[config.mk]
export PLATFORM = sky130hd
export DESIGN_NAME = button_mode_led_blinker
export DESIGN_NICKNAME = d
export VERILOG_FILES = /design/src/bml_pkg.sv /design/src/button_mode_led_blinker.sv /design/src/bml_core.sv
export VERILOG_INCLUDE_DIRS = /design/src /design/src/src
export SDC_FILE = /design/constraint.sdc
export NUM_CORES = 1
export LEC_CHECK = 0
export ABC_CLOCK_PERIOD_IN_PS = 7800
export BUFFER_PORTS_ARGS = -buffer_cell sky130_fd_sc_hd__buf_4
export CAP_MARGIN = 0
export CORE_UTILIZATION = 41
export CTS_CLUSTER_SIZE = 30
export DETAILED_ROUTE_END_ITERATION = 10
export HOLD_SLACK_MARGIN = 0.02
export PLACE_DENSITY = 0.6
export SYNTH_ARGS = -nofsm -noshare
export SYNTH_HDL_FRONTEND = slang
export SYNTH_SLANG_ARGS = --single-unit
[constraint.sdc]
create_clock -name clk -period 7.8 [get_ports clk]
set_input_delay 1.56 -clock clk [delete_from_list [all_inputs] [get_ports clk]]
set_output_delay 1.56 -clock clk [all_outputs]
set_load 0.01 [all_outputs]
[src/button_mode_led_blinker_macros.svh]
// assertion macros for the button mode led blinker
`ifndef BUTTON_MODE_LED_BLINKER_MACROS_SVH
`define BUTTON_MODE_LED_BLINKER_MACROS_SVH

`ifndef NO_ASSERTIONS
`define BML_ASSERT_IMP(label, clk, rst, ante, cons) \
  label: assert property (@(posedge clk) disable iff (rst) (ante) |-> (cons)) \
    else $error("assertion failed");
`define BML_ASSERT_NEXT(label, clk, rst, ante, cons) \
  label: assert property (@(posedge clk) disable iff (rst) (ante) |=> (cons)) \
    else $error("assertion failed");
`else
`define BML_ASSERT_IMP(label, clk, rst, ante, cons)
`define BML_ASSERT_NEXT(label, clk, rst, ante, cons)
`endif

`endif

[src/bml_pkg.sv]
// shared types and constants for the button mode led blinker
`default_nettype none
package bml_pkg;

  localparam int SampleDividerDefault = 5;

  localparam logic [6:0] DutyMax = 7'd100;

  localparam logic [6:0] DutyLevel0Reset    = 7'd10;
  localparam logic [6:0] DutyLevel1Reset    = 7'd50;
  localparam logic [6:0] DutyLevel2Reset    = 7'd80;
  localparam logic [7:0] BlinkPeriod0Reset  = 8'd10;
  localparam logic [7:0] BlinkPeriod1Reset  = 8'd50;
  localparam logic [7:0] BlinkPeriod2Reset  = 8'd100;
  localparam logic [7:0] LongHoldTicksReset = 8'd100;
  localparam logic [3:0] ShortPressReset    = 4'd3;

  typedef enum logic [2:0] {
    REG_DUTY_LEVEL_0      = 3'd0,
    REG_DUTY_LEVEL_1      = 3'd1,
    REG_DUTY_LEVEL_2      = 3'd2,
    REG_BLINK_PERIOD_0    = 3'd3,
    REG_BLINK_PERIOD_1    = 3'd4,
    REG_BLINK_PERIOD_2    = 3'd5,
    REG_LONG_HOLD_TICKS   = 3'd6,
    REG_SHORT_PRESS_LIMIT = 3'd7
  } reg_idx_t;

  typedef struct packed {
    logic [6:0] duty_level_0;
    logic [6:0] duty_level_1;
    logic [6:0] duty_level_2;
    logic [7:0] blink_period_0;
    logic [7:0] blink_period_1;
    logic [7:0] blink_period_2;
    logic [7:0] long_hold_ticks;
    logic [3:0] short_press_limit;
  } cfg_t;

  typedef struct packed {
    logic [6:0] duty;
    logic       led_next_on;
    logic [1:0] duty_mode;
    logic       duty_mode_changed;
    logic [1:0] blink_mode;
  } res_t;

  function automatic logic [1:0] next_mode(input logic [1:0] m);
    return (m >= 2'd2) ? 2'd0 : m + 2'd1;
  endfunction

endpackage
`default_nettype wire

[src/button_mode_led_blinker.sv]
// button mode led blinker top level: register port, input and result channels
//
// One input transfer is one tick carrying the button level; each tick gives
// exactly one result transfer with the LED duty, the next blink phase, the
// duty and blink modes, and a flag for a short press seen on that tick.
// The input channel (in_valid, in_stall, button) is taken whenever the result
// register is empty or is being emptied in the same cycle, so ticks flow at
// one per clock. A result appears on out_valid the cycle after its tick is
// taken; throughput one tick per cycle while no stall is held, set by the single
// result register behind the per-tick counter logic.
// When the receiver holds out_stall with a result waiting, the result holds
// still and in_stall rises until it is taken; no tick is lost or repeated.
// Synchronous reset clears the counters and modes, loads the register defaults
// and empties the result register. Registers sit at byte address 4*index on the
// APB port. The user must write them only while no tick is in flight; not enforced.
`default_nettype none
module button_mode_led_blinker #(
  parameter int SAMPLE_DIVIDER = bml_pkg::SampleDividerDefault
) (
  input  wire logic        clk,
  input  wire logic        rst,
  input  wire logic        in_valid,
  output logic             in_stall,
  input  wire logic        button,
  output logic             out_valid,
  input  wire logic        out_stall,
  output logic [6:0]       duty,
  output logic             led_next_on,
  output logic [1:0]       duty_mode,
  output logic             duty_mode_changed,
  output logic [1:0]       blink_mode,
  input  wire logic        psel,
  input  wire logic        penable,
  input  wire logic        pwrite,
  input  wire logic [4:0]  paddr,
  input  wire logic [31:0] pwdata,
  output logic [31:0]      prdata,
  output logic             pready
);

  bml_pkg::cfg_t     cfg;
  bml_pkg::res_t     res;
  bml_pkg::res_t     res_q;
  bml_pkg::reg_idx_t reg_idx;
  logic              accept;
  logic              wr_en;

  assign pready  = 1'b1;
  assign reg_idx = bml_pkg::reg_idx_t'(paddr[4:2]);
  assign wr_en   = psel && penable && pwrite && pready;

  always_ff @(posedge clk) begin
    if (rst) begin
      cfg.duty_level_0      <= bml_pkg::DutyLevel0Reset;
      cfg.duty_level_1      <= bml_pkg::DutyLevel1Reset;
      cfg.duty_level_2      <= bml_pkg::DutyLevel2Reset;
      cfg.blink_period_0    <= bml_pkg::BlinkPeriod0Reset;
      cfg.blink_period_1    <= bml_pkg::BlinkPeriod1Reset;
      cfg.blink_period_2    <= bml_pkg::BlinkPeriod2Reset;
      cfg.long_hold_ticks   <= bml_pkg::LongHoldTicksReset;
      cfg.short_press_limit <= bml_pkg::ShortPressReset;
    end else if (wr_en) begin
      unique case (reg_idx)
        bml_pkg::REG_DUTY_LEVEL_0:      cfg.duty_level_0      <= pwdata[6:0];
        bml_pkg::REG_DUTY_LEVEL_1:      cfg.duty_level_1      <= pwdata[6:0];
        bml_pkg::REG_DUTY_LEVEL_2:      cfg.duty_level_2      <= pwdata[6:0];
        bml_pkg::REG_BLINK_PERIOD_0:    cfg.blink_period_0    <= pwdata[7:0];
        bml_pkg::REG_BLINK_PERIOD_1:    cfg.blink_period_1    <= pwdata[7:0];
        bml_pkg::REG_BLINK_PERIOD_2:    cfg.blink_period_2    <= pwdata[7:0];
        bml_pkg::REG_LONG_HOLD_TICKS:   cfg.long_hold_ticks   <= pwdata[7:0];
        bml_pkg::REG_SHORT_PRESS_LIMIT: cfg.short_press_limit <= pwdata[3:0];
        default: ;
      endcase
    end
  end

  always_comb begin
    unique case (reg_idx)
      bml_pkg::REG_DUTY_LEVEL_0:      prdata = {25'd0, cfg.duty_level_0};
      bml_pkg::REG_DUTY_LEVEL_1:      prdata = {25'd0, cfg.duty_level_1};
      bml_pkg::REG_DUTY_LEVEL_2:      prdata = {25'd0, cfg.duty_level_2};
      bml_pkg::REG_BLINK_PERIOD_0:    prdata = {24'd0, cfg.blink_period_0};
      bml_pkg::REG_BLINK_PERIOD_1:    prdata = {24'd0, cfg.blink_period_1};
      bml_pkg::REG_BLINK_PERIOD_2:    prdata = {24'd0, cfg.blink_period_2};
      bml_pkg::REG_LONG_HOLD_TICKS:   prdata = {24'd0, cfg.long_hold_ticks};
      bml_pkg::REG_SHORT_PRESS_LIMIT: prdata = {28'd0, cfg.short_press_limit};
      default:                        prdata = 32'd0;
    endcase
  end

  // result register empties or refills in the same cycle
  assign in_stall = out_valid && out_stall;
  assign accept   = in_valid && !in_stall;

  bml_core #(
    .SAMPLE_DIVIDER(SAMPLE_DIVIDER)
  ) u_core (
    .clk    (clk),
    .rst    (rst),
    .accept (accept),
    .button (button),
    .cfg    (cfg),
    .res    (res)
  );

  always_ff @(posedge clk) begin
    if (rst) begin
      out_valid <= 1'b0;
    end else if (accept) begin
      out_valid <= 1'b1;
    end else if (!out_stall) begin
      out_valid <= 1'b0;
    end
  end

  always_ff @(posedge clk) begin
    if (accept) begin
      res_q <= res;
    end
  end

  assign duty              = res_q.duty;
  assign led_next_on       = res_q.led_next_on;
  assign duty_mode         = res_q.duty_mode;
  assign duty_mode_changed = res_q.duty_mode_changed;
  assign blink_mode        = res_q.blink_mode;

endmodule
`default_nettype wire

[src/bml_core.sv]
// blink timer, long hold counter and short press sampler
`default_nettype none
`include "button_mode_led_blinker_macros.svh"
module bml_core #(
  parameter int SAMPLE_DIVIDER = bml_pkg::SampleDividerDefault
) (
  input  wire logic          clk,
  input  wire logic          rst,
  input  wire logic          accept,
  input  wire logic          button,
  input  wire bml_pkg::cfg_t cfg,
  output bml_pkg::res_t      res
);

  localparam int PhaseW = (SAMPLE_DIVIDER > 1) ? $clog2(SAMPLE_DIVIDER) : 1;
  localparam logic [PhaseW-1:0] PhaseLast = PhaseW'(SAMPLE_DIVIDER - 1);

  logic [7:0]        tick_count, tick_count_next;
  logic [7:0]        hold_count, hold_count_next;
  logic              blink_on_next, blink_on_next_next;
  logic [6:0]        duty_out, duty_out_next;
  logic [1:0]        duty_sel, duty_sel_next;
  logic [1:0]        blink_sel, blink_sel_next;
  logic [3:0]        press_samples, press_samples_next;
  logic [PhaseW-1:0] divider_phase, divider_phase_next;
  logic              changed;

  logic [7:0] tick_inc;
  logic [7:0] period;
  logic [6:0] level_raw;
  logic [6:0] level;
  logic       toggle;
  logic [7:0] hold_inc;
  logic [4:0] samples_inc;

  always_comb begin
    tick_inc = (tick_count == 8'd255) ? tick_count : tick_count + 8'd1;
    unique case (blink_sel)
      2'd0:    period = cfg.blink_period_0;
      2'd1:    period = cfg.blink_period_1;
      default: period = cfg.blink_period_2;
    endcase
    unique case (duty_sel)
      2'd0:    level_raw = cfg.duty_level_0;
      2'd1:    level_raw = cfg.duty_level_1;
      default: level_raw = cfg.duty_level_2;
    endcase
    level  = (level_raw > bml_pkg::DutyMax) ? bml_pkg::DutyMax : level_raw;
    toggle = tick_inc > period;

    tick_count_next    = toggle ? 8'd0 : tick_inc;
    duty_out_next      = toggle ? (blink_on_next ? level : 7'd0) : duty_out;
    blink_on_next_next = blink_on_next ^ toggle;

    // long hold
    hold_inc       = (hold_count == 8'd255) ? hold_count : hold_count + 8'd1;
    blink_sel_next = blink_sel;
    if (!button) begin
      hold_count_next = 8'd0;
    end else if (hold_inc >= cfg.long_hold_ticks) begin
      hold_count_next = 8'd0;
      blink_sel_next  = bml_pkg::next_mode(blink_sel);
    end else begin
      hold_count_next = hold_inc;
    end

    // divided sampler
    samples_inc        = {1'b0, press_samples} + 5'd1;
    press_samples_next = press_samples;
    duty_sel_next      = duty_sel;
    changed            = 1'b0;
    if (divider_phase == PhaseLast) begin
      divider_phase_next = '0;
      if (button) begin
        press_samples_next = (samples_inc > {1'b0, cfg.short_press_limit}) ?
                             cfg.short_press_limit : samples_inc[3:0];
      end else begin
        if (press_samples != 4'd0 && press_samples < cfg.short_press_limit) begin
          duty_sel_next = bml_pkg::next_mode(duty_sel);
          changed       = 1'b1;
        end
        press_samples_next = 4'd0;
      end
    end else begin
      divider_phase_next = divider_phase + PhaseW'(1);
    end
  end

  always_ff @(posedge clk) begin
    if (rst) begin
      tick_count    <= 8'd0;
      hold_count    <= 8'd0;
      blink_on_next <= 1'b1;
      duty_out      <= 7'd0;
      duty_sel      <= 2'd0;
      blink_sel     <= 2'd0;
      press_samples <= 4'd0;
      divider_phase <= '0;
    end else if (accept) begin
      tick_count    <= tick_count_next;
      hold_count    <= hold_count_next;
      blink_on_next <= blink_on_next_next;
      duty_out      <= duty_out_next;
      duty_sel      <= duty_sel_next;
      blink_sel     <= blink_sel_next;
      press_samples <= press_samples_next;
      divider_phase <= divider_phase_next;
    end
  end

  assign res = '{duty:              duty_out_next,
                 led_next_on:       blink_on_next_next,
                 duty_mode:         duty_sel_next,
                 duty_mode_changed: changed,
                 blink_mode:        blink_sel_next};

  `BML_ASSERT_IMP(a_change_on_sample, clk, rst, accept && changed,
                  divider_phase == PhaseLast && !button)
  `BML_ASSERT_NEXT(a_release_clears_hold, clk, rst, accept && !button,
                   hold_count == 8'd0)
  `BML_ASSERT_NEXT(a_idle_holds_timer, clk, rst, !accept,
                   $stable(tick_count) && $stable(divider_phase))
  `BML_ASSERT_NEXT(a_duty_in_range, clk, rst, accept, duty_out <= bml_pkg::DutyMax)

endmodule
`default_nettype wire
==> flow_summary.json, run 1 <==
{
  "dieArea_um2": 15300,
  "cp_data_required_time_ns": 6.24,
  "synth_edf_count": 13,
  "dpl_worst_slack_ns": 3.22,
  "crit_type": "in2out",
  "port_buffers": 41,
  "max_slew_margin_pct": 28.5,
  "cp_slowest_cell": "mux2_2",
  "synth_area_leaders": "dfxtp_1, mux2i_1, edfxtp_1",
  "routabilityCongestion": 0.812,
  "root_buffer": "clkbuf_16",
  "synth_top_area_share_pct": 30.7,
  "gr-usage-all-layers_pct": 20.0,
  "synth_top_cell_by_area": "dfxtp_1",
  "netlist_top_cells_count": "dfxtp_1, mux2i_1, nor2_1",
  "final_area_um2": 6670,
  "netlist-cell-type-count": 59,
  "synth_seq_cells": 106,
  "antenna_found_initial": 0,
  "grt_util_met1_pct": 25.0,
  "row_count": 44,
  "clkLatencyLatePin_ns": 0.36,
  "ir_drop_uv": 115,
  "power_density_nw_per_um2": 169,
  "crit_buf_inv": 2,
  "max_stage_delay_ns": 0.38,
  "grt_use_met3_pct": 4.90,
  "fin_ws_ns": 3.22,
  "drt-initial-drc-count": 381,
  "cts_hold_buf": 0,
  "ctsResizeCount": 0,
  "wire_per_inst_um": 16.3,
  "via_count": 4824,
  "numCtsBuffers": 9,
  "die_w_um": 124,
  "critPathMaxFanout": 23,
  "routed_via_density": 5.45,
  "start_util_pct": 41.9,
  "arrival_ns": 3.02,
  "min_period_ns": 4.58,
  "final.period_utilization_pct": 58.8,
  "worstHoldStart": "u_core.duty_out[0]$_SDFFE_PP0P_",
  "hold_depth": 2,
  "fill_cells": 1388,
  "drt_wl_total_um": 14400,
  "critical_path.top_delay_family": "compound AO/OA/AOI/OAI gates",
  "busiest_layer": "met2",
  "clkTransAtPathRegs_ns": 0.07,
  "core_area_um2": 14500,
  "status": "complete, no violations",
  "met2_usage_pct": 33.1,
  "crit_chain": "buf_4 -> mux2_2 -> a221oi_1 -> nor2_1 -> a311oi_1 -> nor2_1 -> buf_4",
  "r2r_slack_ns": 4.20,
  "setup_violations": 0,
  "synth_area_per_cell_um2": 8.94,
  "drive_gt1_share_pct": 13.0,
  "synth_cells": 679,
  "io_pins": 93,
  "clkSinkCount": 106,
  "placed_cell_area_um2": 6380,
  "n_antenna_cell": 0,
  "syn_area_um2": 6070,
  "htreeDepth": 3,
  "worst_pin_slew_ns": 1.07,
  "first_pass_iters": 5,
  "cp-end-kind": "output port",
  "grt_pass1_wl_um": 23100,
  "drc": 0,
  "timing.rr.end": "duty[4]$_DFFE_PP_",
  "final_nets": 771,
  "rsz0062_at_grt": "false",
  "hold_violations": 0,
  "grt_max_degree": 68,
  "ant_nets": 0,
  "grt_overflow": 0,
  "leakage_nw": 2.64,
  "cts_tree": "yes",
  "postSynth.asyncResetShare_pct": 0,
  "area_growth_pct": 9.86,
  "dp_hpwl_um": 10200,
  "fin_setup_tns_ns": 0,
  "cp-start-kind": "input port",
  "synth_ff_type": "dfxtp_1",
  "max_cap_violations": 0,
  "die_y_um": 124,
  "yosysWarnings": 0,
  "synth.most_common_cell": "dfxtp_1",
  "cts_buffer_depth": 2,
  "seq_area_frac_synth_pct": 37.1,
  "skew_ns": 0.0120,
  "worst_hold_slack_ns": 0.474,
  "slew_viol_final": 0,
  "timing.rr.start": "u_core.tick_count[0]$_SDFFE_PP0P_",
  "max_freq_mhz": 218,
  "grt_pass1_vias": 4578,
  "reg2regPathDepth": 11,
  "post_cts_buffers": 0,
  "worstHoldEndpoint": "u_core.duty_out[0]$_SDFFE_PP0P_",
  "hold_path_class": "reg2reg"
}
## flip-flops by register name (all words and copies together), names as in the netlist
| name | flops |
|---|---|
| blink_mode | 2 |
| cfg | 57 |
| duty | 7 |
| duty_mode | 2 |
| duty_mode_changed | 1 |
| led_next_on | 1 |
| out_valid | 1 |
| u_core.blink_on_next | 1 |
| u_core.blink_sel | 2 |
| u_core.divider_phase | 3 |
| u_core.duty_out | 7 |
| u_core.duty_sel | 2 |
| u_core.hold_count | 8 |
| u_core.press_samples | 4 |
| u_core.tick_count | 8 |
## tightest hold or removal path: cells and delay by family (launching register included)
kind | cells | cell delay [ns]
AOI/OAI and AO/OA | 2 | 0.12
DFF | 1 | 0.31
## power by group
group	switching [mW]	internal, mW	total (mW)
clock network	0.218	0.222	0.439
registers	0.00972	0.561	0.570
logic	0.0681	0.0458	0.114
## worst max-delay path by stage
| stage | from | to | slack [ns] | cells past startpoint |
|---|---|---|---|---|
| detailed placement | paddr[4] | prdata[2] | 3.22 | 7 |
| floorplan | paddr[4] | prdata[3] | 3.43 | 4 |
| CTS | paddr[4] | prdata[2] | 3.21 | 7 |
| global route | paddr[4] | prdata[2] | 3.09 | 7 |
| finish | paddr[4] | prdata[2] | 3.22 | 7 |
| global placement | paddr[4] | prdata[2] | 3.21 | 7 |
## logic make-up after synthesis
group                      after synthesis  synth area share, %
AOI/OAI and AO/OA                      121                 12.3
DFF                                    106                 37.1
muxes                                  104                 19.1
and+or+nand+nor                        216                 16.4
xor gates and xnor gates                10                 1.44
other                                    2                0.124
adders and majority gates               30                 6.19
buffers and inverters                   90                 7.38
## metal layers
metal  wire [um]  vias up
met5           0        -
met4         403        0
met1        6390     2271
li1            -     2371
met3         750       31
met2        6900      151
## cell type report
cell class              instances  area, um2  area share, %
clock buffers                   9        225           3.38
clock inverters                 7       58.8          0.882
inverters                      29        109           1.63
multi-input cells             506       3460           51.9
flip-flops and latches        106       2250           33.8
well taps                     184        230           3.45
repair buffers                 44        330           4.96
## metrics by stage
step	std cells	util [%]	total power [mW]
2_1_floorplan	702	-	0.666
3_3_place_gp	869	44.1	0.694
3_5_place_dp	869	44.1	0.697
4_1_cts	885	46.0	1.14
5_1_grt	885	46.0	1.17
6_report	885	46.0	1.12
## cells in the final DEF, fill, tap and decap left out, types with 7 or more instances in the layout
master,synthesis,layout
a21oi_1,42,42
buf_4,25,44
clkbuf_16,0,9
conb_1,2,25
dfxtp_1,93,93
edfxtp_1,13,13
ha_1,30,30
inv_1,28,28
mux2_2,12,12
mux2i_1,79,79
nand2_1,57,57
nand2b_1,7,7
nand3_1,20,20
nor2_1,79,79
nor2b_1,14,14
o21ai_0,30,30
or3_1,8,8
xnor2_1,7,7
(Power assumes the default switching activity.)
==> inputs of run 2 (changes only) <==
Settings changed: ABC_CLOCK_PERIOD_IN_PS 7800 to 4400.
Clock period 7.8 ns to 4.4 ns, I/O delays scaled along.
==> flow_summary.json, run 2 (synthesis gave the netlist of run 1 again) <==
{
  "dp_hpwl_um": 10200,
  "fin_util_pct": 46.2,
  "crit_buf_inv": 1,
  "cts_buffer_depth": 2,
  "reg2regPathDepth": 10,
  "leakage_nw": 2.66,
  "io_pins": 93,
  "cp-start-kind": "register",
  "first_pass_iters": 4,
  "final.period_utilization_pct": 85.8,
  "grt_pass1_wl_um": 23000,
  "max_slew_margin_pct": 23.5,
  "final_nets": 774,
  "ant_nets": 0,
  "final_common_cell": "dfxtp_1",
  "grt_overflow": 0,
  "fin_setup_tns_ns": 0,
  "largest_reg_flops": 57,
  "drc": 0,
  "core_area_um2": 14500,
  "max_cap_violations": 0,
  "crit_cells": 10,
  "via_count": 4845,
  "worst_pin_slew_ns": 1.14,
  "reg_top3": "cfg (57), u_core.hold_count (8), u_core.tick_count (8)",
  "n_antenna_cell": 0,
  "clkLatencyLatePin_ns": 0.35,
  "grt_pass1_vias": 4466,
  "dpl_worst_slack_ns": 0.668,
  "clkSinkCount": 106,
  "ctsResizeCount": 0,
  "fill_cells": 1381,
  "port_buffers": 41,
  "setup_violations": 0,
  "crit_type": "reg2reg",
  "rsz0062_at_grt": "false",
  "grt_use_met3_pct": 2.79,
  "r2r_slack_ns": 0.62,
  "post_cts_buffers": 0,
  "grt_util_met1_pct": 26.4,
  "busiest_layer": "met2",
  "cp-end-kind": "register",
  "status": "complete, no violations",
  "endpoint": "duty[2]$_DFFE_PP_",
  "routabilityCongestion": 0.809,
  "die_w_um": 124,
  "area_growth_pct": 10.2,
  "power_density_nw_per_um2": 298,
  "clkTransAtPathRegs_ns": 0.07,
  "max_stage_delay_ns": 0.64,
  "antenna_found_initial": 0,
  "cts_tree": "yes",
  "arrival_ns": 3.87,
  "regMostFlops": "cfg",
  "critical_path.top_delay_family": "compound AO/OA/AOI/OAI gates",
  "cts_hold_buf": 0,
  "gr-usage-all-layers_pct": 19.9,
  "crit_start": "u_core.tick_count[0]$_SDFFE_PP0P_",
  "min_period_ns": 3.78,
  "drive_gt1_share_pct": 12.9,
  "hold_path_class": "reg2reg",
  "timing.rr.end": "duty[2]$_DFFE_PP_",
  "grt_max_degree": 67,
  "drt_wl_total_um": 14300,
  "htreeDepth": 3,
  "max_freq_mhz": 265,
  "wire_per_inst_um": 16.1,
  "timing.rr.start": "u_core.tick_count[0]$_SDFFE_PP0P_",
  "met2_usage_pct": 33.3,
  "cp_data_required_time_ns": 4.49,
  "numCtsBuffers": 9,
  "fin_ws_ns": 0.623,
  "critPathMaxFanout": 19,
  "row_count": 44,
  "root_buffer": "clkbuf_16",
  "routed_via_density": 5.46,
  "die_y_um": 124,
  "start_util_pct": 41.9,
  "skew_ns": 0.0123,
  "hold_violations": 0,
  "final_cell_mix": "dfxtp_1, nor2_1, mux2i_1",
  "slew_viol_final": 0,
  "crit_chain": "ha_1 -> and2_0 -> nand4_1 -> mux2_2 -> ha_1 -> nand4_1 -> o31a_1 -> a31oi_2 -> buf_4 -> o21ai_0",
  "dieArea_um2": 15300,
  "cp_slowest_cell": "a31oi_2",
  "drt-initial-drc-count": 320,
  "ir_drop_uv": 173
}
## run 2: cell types whose count changed in the layout (fill, tap and decap cells not counted), sizes merged
cell      delta
buf          +3
clkinvlp     -2
clkbuf       +4
inv          -2
## run 2: worst min path at each step
stage               cells past startpoint                         endpoint  slack [ns]                       startpoint
finish                                  2  u_core.duty_out[4]$_SDFFE_PP0P_        0.48  u_core.duty_out[4]$_SDFFE_PP0P_
global route                            2  u_core.duty_out[0]$_SDFFE_PP0P_        0.51  u_core.duty_out[0]$_SDFFE_PP0P_
CTS                                     2  u_core.duty_out[4]$_SDFFE_PP0P_        0.47  u_core.duty_out[4]$_SDFFE_PP0P_
detailed placement                      2  u_core.duty_out[4]$_SDFFE_PP0P_        0.46  u_core.duty_out[4]$_SDFFE_PP0P_
global placement                        2  u_core.duty_out[1]$_SDFFE_PP0P_        0.46  u_core.duty_out[1]$_SDFFE_PP0P_
floorplan                               2  u_core.duty_out[0]$_SDFFE_PP0P_        0.45  u_core.duty_out[0]$_SDFFE_PP0P_
## run 2: cell type report
cell class / count / area [um2] / area share, %
clock buffer: 13 / 262 / 3.91
clock inverter: 3 / 20.0 / 0.299
inverter: 29 / 109 / 1.63
multi-input combinational: 506 / 3460 / 51.7
sequential: 106 / 2250 / 33.7
tap: 184 / 230 / 3.44
timing repair buffer: 47 / 353 / 5.28
## run 2: report_power, final
part	internal, mW	switching [mW]	leakage [nW]
Combinational	0.0820	0.121	1.64
Clock	0.421	0.358	0.140
Sequential	0.994	0.0174	0.880
Total	1.50	0.496	2.66
## run 2: metal layers
metal / share of wire [%] / vias to the layer above
met2: 48 / 126
met5: 0 / -
li1: - / 2380
met4: 1.4 / 0
met1: 47 / 2325
met3: 4.3 / 14
## run 2: worst register-to-register path: cells and delay by family, from the launching register on
kind	cells	cell delay, ns
compound gates	3	1.06
fa+ha+maj	2	0.51
buf+inv	1	0.32
flops	1	0.43
mux	1	0.39
simple gates	3	0.82
## run 2: stage by stage
| step | cell area [um2] | hold WS, ns | power [mW] | cells |
|---|---|---|---|---|
| finish | 6690 | 0.476 | 1.99 | 888 |
| global route | 6690 | 0.508 | 2.07 | 888 |
| CTS | 6690 | 0.475 | 2.02 | 888 |
| detailed placement | 6400 | 0.464 | 1.24 | 872 |
| global placement | 6400 | 0.460 | 1.23 | 872 |
| floorplan | 6150 | 0.450 | 1.18 | 702 |
